[src/rtl/core/tms_pkg.sv]
// Shared types and constants of the triangle-strip mesh index sequencer.
package tms_pkg;

  // Configuration register indexes
  localparam logic [2:0] CFG_QUAD_COLUMNS  = 3'd0;
  localparam logic [2:0] CFG_QUAD_ROWS     = 3'd1;
  localparam logic [2:0] CFG_TAP_FIRST     = 3'd2;
  localparam logic [2:0] CFG_TAP_LAST      = 3'd3;
  localparam logic [2:0] CFG_BASE_VERTEX   = 3'd4;
  localparam logic [2:0] CFG_ROW_STRIDE    = 3'd5;
  localparam logic [2:0] CFG_COLUMN_STRIDE = 3'd6;

  // Emit phases, one-hot
  typedef enum logic [6:0] {
    PH_ENTRY    = 7'b0000001,
    PH_HEAD     = 7'b0000010,
    PH_PRIME    = 7'b0000100,
    PH_ROWSTART = 7'b0001000,
    PH_PAIRS    = 7'b0010000,
    PH_ROWEND   = 7'b0100000,
    PH_LAST     = 7'b1000000
  } phase_t;

  // Configuration as seen by the sequencer, with the effective strides
  typedef struct packed {
    logic [7:0]  quad_columns;
    logic [7:0]  quad_rows;
    logic        tap_first;
    logic        tap_last;
    logic [15:0] base_vertex;
    logic [15:0] row_step;
    logic [15:0] col_step;
  } cfg_t;

endpackage

[src/rtl/core/tristrip_mesh_index_sequencer.sv]
// Top level of the triangle-strip mesh index sequencer.
//
// Usage: each item accepted on the in_ channel (in_valid & in_ready) yields
// exactly one result item on the out_ channel: the next vertex index of a
// single triangle strip over the configured quad grid, and out_strip_end
// on the last index of the strip. in_restart = 1 restarts the strip and the
// result is its first index. Grids wider than STACK_COLUMNS are emitted as
// stacks joined by degenerate double taps.
// A result sits in the output register in the cycle after its item is
// accepted. Throughput: one item per cycle unless the output stalls; the
// next state, its running sums and one stack-origin multiply are combinational.
// Stall: while the receiver holds out_ready low the result is held and
// in_ready drops, so no result is lost; in_ready returns as the result
// leaves, in the same cycle.
// Configuration: cfg_ writes are always taken (cfg_ready = 1); write only
// while no result is pending. Reset (rst_n low, synchronous) restores the
// register defaults and places the sequencer at the start of the strip.
module tristrip_mesh_index_sequencer
  import tms_pkg::*;
#(
  parameter int STACK_COLUMNS = 14,
  parameter int INDEX_BITS    = 16
) (
  input  logic        clk,
  input  logic        rst_n,
  input  logic        cfg_valid,
  output logic        cfg_ready,
  input  logic [2:0]  cfg_index,
  input  logic [15:0] cfg_data,
  input  logic        in_valid,
  output logic        in_ready,
  input  logic        in_restart,
  output logic        out_valid,
  input  logic        out_ready,
  output logic [15:0] out_vertex_index,
  output logic        out_strip_end
);

  localparam int WW = $clog2(STACK_COLUMNS + 1);
  localparam int IB = INDEX_BITS;

  cfg_t cfg;
  logic in_fire;
  logic can_load;

  // Sequencer state
  logic [7:0]    sfc_r, sfc_nxt;
  logic [WW-1:0] sw_r, sw_nxt;
  phase_t        phase_r, phase_nxt;
  logic [7:0]    rc_r, rc_nxt;
  logic [WW-1:0] cc_r, cc_nxt;
  logic          half_r, half_nxt;
  logic [IB-1:0] rbs_r, rbs_nxt;
  logic [IB-1:0] cos_r, cos_nxt;

  // Step results
  logic [IB-1:0] idx;
  logic          wrapped;
  logic [7:0]    left;
  logic          is_last;
  logic [23:0]   origin_prod;
  logic [IB-1:0] h_ext, v_ext;
  logic          entry_tap;
  logic          rows_beg, tail, endst;

  tms_cfg_regs u_cfg (
    .clk       (clk),
    .rst_n     (rst_n),
    .cfg_valid (cfg_valid),
    .cfg_ready (cfg_ready),
    .cfg_index (cfg_index),
    .cfg_data  (cfg_data),
    .cfg       (cfg)
  );

  assign in_ready = can_load;
  assign in_fire  = in_valid && in_ready;
  assign h_ext    = IB'(cfg.col_step);
  assign v_ext    = IB'(cfg.row_step);

  // Compute one strip step from the current state
  always_comb begin
    sfc_nxt   = sfc_r;
    sw_nxt    = sw_r;
    phase_nxt = phase_r;
    rc_nxt    = rc_r;
    cc_nxt    = cc_r;
    half_nxt  = half_r;
    rbs_nxt   = rbs_r;
    cos_nxt   = cos_r;
    idx       = '0;
    wrapped   = 1'b0;
    entry_tap = 1'b0;
    rows_beg  = 1'b0;
    tail      = 1'b0;
    endst     = 1'b0;

    // Restart drops back to the first stack
    if (in_restart) begin
      sfc_nxt   = 8'd0;
      phase_nxt = PH_ENTRY;
      rc_nxt    = 8'd0;
      cc_nxt    = '0;
      half_nxt  = 1'b0;
    end

    // Any code that is not a phase reenters the stack
    unique case (phase_nxt)
      PH_HEAD, PH_PRIME, PH_ROWSTART, PH_PAIRS, PH_ROWEND, PH_LAST: ;
      default: phase_nxt = PH_ENTRY;
    endcase

    // Columns left from this stack on
    left    = (cfg.quad_columns > sfc_nxt) ? (cfg.quad_columns - sfc_nxt) : 8'd0;
    is_last = ({1'b0, left} <= 9'(STACK_COLUMNS));
    origin_prod = {16'd0, sfc_nxt} * {8'd0, cfg.col_step};

    // Enter the stack: width, origin, optional first tap
    if (phase_nxt == PH_ENTRY) begin
      sw_nxt    = ({1'b0, left} > 9'(STACK_COLUMNS)) ? WW'(STACK_COLUMNS) : WW'(left);
      rbs_nxt   = IB'(cfg.base_vertex) + IB'(origin_prod);
      cos_nxt   = '0;
      rc_nxt    = 8'd0;
      cc_nxt    = '0;
      half_nxt  = 1'b0;
      phase_nxt = PH_HEAD;
      if (sfc_nxt != 8'd0 || cfg.tap_first) begin
        entry_tap = 1'b1;
        idx       = rbs_nxt;
      end
    end

    if (!entry_tap) begin
      unique case (phase_nxt)
        PH_HEAD: begin
          idx = rbs_nxt;
          if (sw_nxt != '0) begin
            phase_nxt = PH_PRIME;
            cc_nxt    = WW'(1);
            cos_nxt   = h_ext;
            half_nxt  = 1'b0;
          end else begin
            cos_nxt  = '0;
            rows_beg = 1'b1;
          end
        end
        PH_PRIME: begin
          idx = rbs_nxt + cos_nxt;
          if (!half_nxt) begin
            half_nxt = 1'b1;
          end else begin
            half_nxt = 1'b0;
            if (cc_nxt < sw_nxt) begin
              cc_nxt  = cc_nxt + WW'(1);
              cos_nxt = cos_nxt + h_ext;
            end else begin
              rows_beg = 1'b1;
            end
          end
        end
        PH_ROWSTART: begin
          idx       = rbs_nxt;
          phase_nxt = PH_PAIRS;
          cc_nxt    = '0;
          cos_nxt   = '0;
          half_nxt  = 1'b0;
        end
        PH_PAIRS: begin
          idx = rbs_nxt + cos_nxt + (half_nxt ? v_ext : '0);
          if (!half_nxt) begin
            half_nxt = 1'b1;
          end else begin
            half_nxt = 1'b0;
            if (cc_nxt < sw_nxt) begin
              cc_nxt  = cc_nxt + WW'(1);
              cos_nxt = cos_nxt + h_ext;
            end else if (({1'b0, rc_nxt} + 9'd1) < {1'b0, cfg.quad_rows}) begin
              phase_nxt = PH_ROWEND;
            end else begin
              rbs_nxt = rbs_nxt + v_ext;
              rc_nxt  = rc_nxt + 8'd1;
              tail    = 1'b1;
            end
          end
        end
        PH_ROWEND: begin
          idx       = rbs_nxt + v_ext + cos_nxt;
          rbs_nxt   = rbs_nxt + v_ext;
          rc_nxt    = rc_nxt + 8'd1;
          phase_nxt = PH_ROWSTART;
        end
        default: begin
          idx   = rbs_nxt + cos_nxt;
          endst = 1'b1;
        end
      endcase
    end

    // Begin the rows, or close the stack when there are none
    if (rows_beg) begin
      rc_nxt = 8'd0;
      if (cfg.quad_rows != 8'd0) begin
        phase_nxt = PH_ROWSTART;
      end else begin
        tail = 1'b1;
      end
    end

    // Add the final tap where one is due
    if (tail) begin
      if (!is_last || cfg.tap_last) begin
        phase_nxt = PH_LAST;
      end else begin
        endst = 1'b1;
      end
    end

    // Advance to the next stack, or wrap to the first
    if (endst) begin
      if (is_last) begin
        sfc_nxt = 8'd0;
        wrapped = 1'b1;
      end else begin
        sfc_nxt = 8'({1'b0, sfc_nxt} + 9'(STACK_COLUMNS));
      end
      phase_nxt = PH_ENTRY;
      rc_nxt    = 8'd0;
      cc_nxt    = '0;
      half_nxt  = 1'b0;
    end
  end

  // Hold state until an item is accepted
  always_ff @(posedge clk) begin
    if (!rst_n) begin
      sfc_r   <= 8'd0;
      sw_r    <= '0;
      phase_r <= PH_ENTRY;
      rc_r    <= 8'd0;
      cc_r    <= '0;
      half_r  <= 1'b0;
      rbs_r   <= '0;
      cos_r   <= '0;
    end else if (in_fire) begin
      sfc_r   <= sfc_nxt;
      sw_r    <= sw_nxt;
      phase_r <= phase_nxt;
      rc_r    <= rc_nxt;
      cc_r    <= cc_nxt;
      half_r  <= half_nxt;
      rbs_r   <= rbs_nxt;
      cos_r   <= cos_nxt;
    end
  end

  tms_out_stage u_out (
    .clk              (clk),
    .rst_n            (rst_n),
    .load             (in_fire),
    .vertex_in        (16'(idx)),
    .end_in           (wrapped),
    .can_load         (can_load),
    .out_valid        (out_valid),
    .out_ready        (out_ready),
    .out_vertex_index (out_vertex_index),
    .out_strip_end    (out_strip_end)
  );

endmodule

[src/rtl/core/tms_cfg_regs.sv]
// Configuration register file with effective stride derivation.
module tms_cfg_regs
  import tms_pkg::*;
(
  input  logic        clk,
  input  logic        rst_n,
  input  logic        cfg_valid,
  output logic        cfg_ready,
  input  logic [2:0]  cfg_index,
  input  logic [15:0] cfg_data,
  output cfg_t        cfg
);

  logic [7:0]  quad_columns_r;
  logic [7:0]  quad_rows_r;
  logic        tap_first_r;
  logic        tap_last_r;
  logic [15:0] base_vertex_r;
  logic [15:0] row_stride_r;
  logic [15:0] column_stride_r;
  logic [8:0]  cols_plus_one;

  // Always take writes
  assign cfg_ready = 1'b1;

  // Write the addressed register, ignore unknown indexes
  always_ff @(posedge clk) begin
    if (!rst_n) begin
      quad_columns_r  <= 8'd1;
      quad_rows_r     <= 8'd1;
      tap_first_r     <= 1'b0;
      tap_last_r      <= 1'b0;
      base_vertex_r   <= 16'd0;
      row_stride_r    <= 16'd0;
      column_stride_r <= 16'd0;
    end else if (cfg_valid && cfg_ready) begin
      unique case (cfg_index)
        CFG_QUAD_COLUMNS:  quad_columns_r  <= cfg_data[7:0];
        CFG_QUAD_ROWS:     quad_rows_r     <= cfg_data[7:0];
        CFG_TAP_FIRST:     tap_first_r     <= cfg_data[0];
        CFG_TAP_LAST:      tap_last_r      <= cfg_data[0];
        CFG_BASE_VERTEX:   base_vertex_r   <= cfg_data;
        CFG_ROW_STRIDE:    row_stride_r    <= cfg_data;
        CFG_COLUMN_STRIDE: column_stride_r <= cfg_data;
        default: ;
      endcase
    end
  end

  // Zero strides fall back to one column and one full row of vertices
  assign cols_plus_one = {1'b0, quad_columns_r} + 9'd1;

  always_comb begin
    cfg.quad_columns = quad_columns_r;
    cfg.quad_rows    = quad_rows_r;
    cfg.tap_first    = tap_first_r;
    cfg.tap_last     = tap_last_r;
    cfg.base_vertex  = base_vertex_r;
    cfg.row_step     = (row_stride_r != 16'd0) ? row_stride_r : {7'd0, cols_plus_one};
    cfg.col_step     = (column_stride_r != 16'd0) ? column_stride_r : 16'd1;
  end

endmodule

[src/rtl/core/tms_out_stage.sv]
// Result register that parts the sequencer from the receiver.
module tms_out_stage (
  input  logic        clk,
  input  logic        rst_n,
  input  logic        load,
  input  logic [15:0] vertex_in,
  input  logic        end_in,
  output logic        can_load,
  output logic        out_valid,
  input  logic        out_ready,
  output logic [15:0] out_vertex_index,
  output logic        out_strip_end
);

  logic        valid_r;
  logic [15:0] vertex_r;
  logic        end_r;

  // Room for a new item when empty or when the held item leaves now
  assign can_load = !valid_r || out_ready;

  // Track occupancy
  always_ff @(posedge clk) begin
    if (!rst_n) begin
      valid_r <= 1'b0;
    end else if (load) begin
      valid_r <= 1'b1;
    end else if (out_ready) begin
      valid_r <= 1'b0;
    end
  end

  // Capture payload
  always_ff @(posedge clk) begin
    if (load) begin
      vertex_r <= vertex_in;
      end_r    <= end_in;
    end
  end

  assign out_valid        = valid_r;
  assign out_vertex_index = vertex_r;
  assign out_strip_end    = end_r;

endmodule
[config.mk]
export PLATFORM = sky130hd
export DESIGN_NAME = tristrip_mesh_index_sequencer
export DESIGN_NICKNAME = d
export VERILOG_FILES = /design/src/rtl/core/tms_pkg.sv /design/src/rtl/core/tristrip_mesh_index_sequencer.sv /design/src/rtl/core/tms_cfg_regs.sv /design/src/rtl/core/tms_out_stage.sv
export SDC_FILE = /design/constraint.sdc
export NUM_CORES = 1
export LEC_CHECK = 0
export ABC_CLOCK_PERIOD_IN_PS = 21800
export BUFFER_PORTS_ARGS = -buffer_cell sky130_fd_sc_hd__buf_4
export CAP_MARGIN = 20
export CORE_MARGIN = 5
export CORE_UTILIZATION = 45
export DETAILED_ROUTE_END_ITERATION = 12
export SYNTH_ARGS = -nofsm -noshare
export SYNTH_HDL_FRONTEND = slang
export SYNTH_HIERARCHICAL = 1
export SYNTH_SLANG_ARGS = --single-unit
[constraint.sdc]
create_clock -name clk -period 21.8 [get_ports clk]
set_input_delay 4.36 -clock clk [delete_from_list [all_inputs] [get_ports clk]]
set_output_delay 4.36 -clock clk [all_outputs]
set_load 0.005 [all_outputs]
After elaboration in Yosys (flattened, before gate mapping)
Index checks and enable logic that the tools add are counted.
- register bits: 148
- logic and storage cells: 162
- $add $sub $neg: 12
- $mul: 1
- $lt $le $gt $ge: 5
- equality and inequality tests: 18
- mux-type cells: 84
- reductions and logical operators: 24
- operators with widths (operator ; count):
    16-bit 2-to-1 mux ; 16
    16-bit adder ; 6
    8-bit 2-to-1 mux ; 12
    16-bit case mux with 3 select lines ; 2
    7-bit 2-to-1 mux ; 13
    4-bit 2-to-1 mux ; 9
    16-bit case mux with 2 select lines ; 1
    16-bit nonzero test ; 2
    7-bit case mux with 4 select lines ; 1
    1-bit 2-to-1 mux ; 26
    8-bit by 1-bit adder with 9-bit output (second input constant) ; 2
    8-bit by 16-bit multiplier with 16-bit output ; 1
    8-bit case mux with 2 select lines ; 1
    8-bit nonzero test ; 2
    7-bit by 2-bit == test with 1-bit output (second input constant) ; 2
    7-bit by 3-bit == test with 1-bit output (second input constant) ; 2
    7-bit by 4-bit == test with 1-bit output (second input constant) ; 2
    7-bit by 5-bit == test with 1-bit output (second input constant) ; 2
    7-bit by 6-bit == test with 1-bit output (second input constant) ; 2
    2-bit AND reduction ; 7
    4-bit case mux with 3 select lines ; 1
    3-bit == test (second input constant) ; 3
    9-bit by 8-bit less-than comparator with 1-bit output ; 1
    8-bit by 1-bit adder with 8-bit output (second input constant) ; 1
    other kinds (22) ; 27

Depth between registers and ports, before layout
- depth in word-level cells: 18
- gate-level depth with buffers: 36

By module
Netlist, hierarchy kept.
- by module, submodules not included (module ; instances ; cells each ; area each (µm²)):
    tristrip_mesh_index_sequencer ; 1 ; 1609 ; 12054.1
    tms_cfg_regs ; 1 ; 357 ; 2972.9
    tms_out_stage ; 1 ; 21 ; 559.3

Least setup slack after synthesis
Ideal clock, no wire load.
- path kind: input -> register
- start: input in_restart
- end: register u_out.vertex_r[15], in the netlist u_out/out_vertex_index[15], data pin
- setup time: 261 ps
- arrival time: 11453 ps
- data required time: 21539 ps
- setup slack: 10087 ps
- cell stages on the path: 34
- path buffers: 3
- cell sequence: buf_2 nor2b_1 buf_2 clkbuf_1 nand2_1 fa_1 inv_1 fa_1 fa_1 inv_1 fa_1 inv_1 ha_1 nand2_1 o211ai_1 xor2_1 nand2_1 nand2_1 ha_1 or3_1 o21ai_0 a21oi_1 maj3_1 o211a_1 o32a_1 and2_1 xor2_1 ha_1 nand3_1 o2111ai_1 a21oi_1 xnor2_1 mux2i_1 a221o_1
- word-level cells in the longest chain between the ends: 10
- elaborated cells between the ends (all ways): 36
- those cells by class: add/sub: 5; mul: 1; eq/ne: 11; mux: 15; reduce/logical: 4
- RTL lines (what ; line ; text):
    start, declared ; tristrip_mesh_index_sequencer.sv:32 ; input logic in_restart,
    parallel branches: the longest is 9 deep, another holds 8-bit by 16-bit multiplier with 16-bit output ; -- ;
    16-bit 2-to-1 mux * ; tristrip_mesh_index_sequencer.sv:133 ; if (!entry_tap) begin
    named net idx[15] ; tristrip_mesh_index_sequencer.sv:57 ; logic [IB-1:0] idx;
    end signal, assigned ; tms_out_stage.sv:36 ; vertex_r <= vertex_in;
    end, declared ; tms_out_stage.sv:16 ; logic [15:0] vertex_r;
Mark *: on every way through the listed nets, which the timed path passes.
A chain may end at the register's enable or synchronous reset.

Worst setup path in the final report
Same ends and word-level chain as after synthesis.

==> impl_metrics.csv <==
group,metric,value,unit
status,status,"finished clean",
route,wire_per_inst,20.39,um
route,via_count,14310,
global_routing,met3_usage,0.04637,
power,power.density,45.18,mW/mm^2
floorplan,dieHeight,196.1,um
clock_tree,htreeDepth,4,
floorplan,die_w,196.1,um
sta,hold_violations,0,
global_routing,grtUsageMet1,0.3497,
floorplan,io_pins,45,
sta,grt_setup_unrepaired,"no",
run,cap_viol_max_count,0,
finish,stdcell_count,2420,
yosys,ys.flop_type,"dfxtp_1",
global_routing,overflow,0,
placement,dpl.cell_count,2387,
setup_path,arrival,12.50,ns
clock_tree,cts_buffer_depth,2,
yosys,synthTopCellsByArea,"dfxtp_1 (17%), fa_1 (10%), ha_1 (9.6%)",
floorplan,core,0.03437,sq mm
global_routing,track_usage,0.2554,
placement,place_congestion,0.9367,
yosys,synth.cell_area,0.01559,sq mm
route,drtIter0Drc,1201,
global_routing,grt_pass1_wl,78200,um
yosys,synthCells,1987,
global_routing,grt_max_degree,75,
global_routing,antenna_found_initial,1,
clock_tree,cts_root_buf,"clkbuf_16",
yosys,ys.warnings.count,6,
sta,tns,0,ns
clock_tree,cts_tree,"done",
route,postRouteWirelength,49340,um
clock_tree,clock_sinks,148,
setup_path,critical_path.max_fanout,22,
yosys,async_flop_share,0,
sta,fin_skew,0.01438,ns
sta,setup_violations,0,
floorplan,num_rows,68,
sta,final.period_utilization,0.5642,
route,antenna_left,0,
clock_tree,postCtsSetupBuffers,0,
clock_tree,clk_pin_slew,0.07,ns
yosys,ys_seq_elements,148,
global_routing,grt-busiest-layer,"met2",
placement,dpl.hpwl,38210,um
floorplan,die_area,0.03846,sq mm
hold_path,min_path_type,"reg2reg",
sta,final.min_clock_period,12.30,ns
clock_tree,cts-resized-gates,0,
sta,maxSlewHeadroom,0.2771,
sta,worst_slew_pin_slew,1.084,ns
yosys,ys_types,99,
yosys,netlist_top_cells_count,"nand2_1 (304), inv_1 (174), dfxtp_1 (131)",
placement,port_buffers,43,
route,drt-pass1-iter-count,7,
clock_tree,cts_made_buffers,17,
setup_path,critical_path_class,"in2reg",
yosys,yosysTopAreaCell,"dfxtp_1",
clock_tree,clock_latency,0.46,ns
power,p_leak,7.244,nW
yosys,synth_top_area_frac,0.1683,
power,ir_worst_vdd,0.00005779,V
setup_path,crit_path_top_delay_cell,"nor2_1",
sta,slew_viol_final,0,
setup_path,max_stage_delay,0.82,ns
setup_path,end_kind,"register",
yosys,synth.most_common_cell,"nand2_1",
setup_path,start_kind,"input pin",
power,power,0.0007545,W
floorplan,initial_core_util,0.4534,
finish,nets,2175,
yosys,ys_seq_area_frac,0.2010,
finish,syn2layout_area_growth,7.152,%
finish,drive_gt1_frac,0.07026,
global_routing,grt_pass1_vias,14050,
yosys,synth-edff-count,17,
yosys,synth_fp_nets,2211,
setup_path,cp.required,22.00,ns
route,viasPerCell,5.912,
sta,max_freq,81.31,MHz
route,drc_errors,0,
clock_tree,cts.hold.buffers_added,0,
yosys,avgSynthCellArea,7.844,sq um
global_routing,gr-usage-met2,0.4088,
## critical path: cells and delay by family
kind	cells	cell delay, ns
buf+inv	4	0.34
compound gates	8	1.96
mux	1	0.09
xor+xnor	3	0.63
fa+ha+maj	8	3.42
simple gates	7	1.68
## cells by family (layout without fill, tap and decap cells)
logic type | count (synthesis) | count (layout) | synth area share
AOI/OAI and AO/OA | 513 | 513 | 0.2313
xor gates and xnor gates | 103 | 103 | 0.05876
adders and majority gates | 200 | 200 | 0.1989
buffers and inverters | 291 | 268 | 0.07650
DFF | 148 | 148 | 0.2010
muxes | 15 | 15 | 0.009713
other | 1 | 2 | 0.0002406
and+or+nand+nor | 716 | 716 | 0.2236
## state kept, by name, summed over array words and instances, names as in the netlist, 4 cells and up
register                cells
rc_r                        8
u_cfg/quad_columns_r        8
u_cfg/row_stride_r         16
cos_r                      16
u_cfg/quad_rows_r           8
u_cfg/column_stride_r      16
rbs_r                      16
cc_r                        4
sw_r                        4
sfc_r                       8
phase_r                     7
u_cfg/base_vertex_r        16
u_out/out_vertex_index     16
## per-stage QoR
stage          utilization  hold WS [ns]  instance area, sq um  setup slack (ns)
2_1_floorplan            -        0.4321                 15590             10.09
3_3_place_gp        0.4684        0.4404                 16100             9.261
3_5_place_dp        0.4684        0.4436                 16100             9.089
4_1_cts             0.4858        0.4542                 16700             9.564
5_1_grt             0.4858        0.4761                 16700             8.953
6_report            0.4859        0.4552                 16700             9.501
## path summary, 6_finish.rpt
check                                             endpoint        from  cells past startpoint  slack, ns
worst min-delay path                              rbs_r[8]    rbs_r[8]                      2       0.46
worst max register to register  u_out/out_vertex_index[15]    sfc_r[3]                     31      13.21
worst max-delay path            u_out/out_vertex_index[15]  in_restart                     31       9.50
worst min register to register                    rbs_r[8]    rbs_r[8]                      2       0.46
## layer usage
| metal | vias to the layer above | part of all wire |
|---|---|---|
| li1 | 6849 | - |
| met1 | 6882 | 0.45 |
| met3 | 95 | 0.071 |
| met2 | 480 | 0.45 |
| met4 | 0 | 0.029 |
| met5 | - | 0 |
## layout make-up
class / count / area (sq um)
repair buffers: 61 / 457.9
diodes: 1 / 2.502
inverters: 175 / 656.9
flip-flops and latches: 148 / 3133
well taps: 455 / 569.3
fillers: 3472 / 17670
clock inverters: 13 / 135.1
clock buffers: 19 / 464.2
multi-input cells: 1548 / 11280
## cells in the final DEF, fill, tap and decap left out, types with 25 or more instances in the layout
master	n
a21boi_0	43
inv_1	173
xor2_1	31
nor2b_1	25
nor2_1	123
fa_1	80
a21oi_1	112
and2_1	79
nand3_1	40
dfxtp_1	131
xnor2_1	71
nand2_1	302
o21ai_0	83
and3_1	27
a21o_1	30
ha_1	119
buf_4	61
## power by group
group | total (W) | switching, W | internal (W)
clock | 0.000313 | 0.000142 | 0.000171
sequential | 0.000294 | 0.00000926 | 0.000285
combinational | 0.000148 | 0.0000960 | 0.0000515
Note: power is estimated with default switching activity, not from simulation.
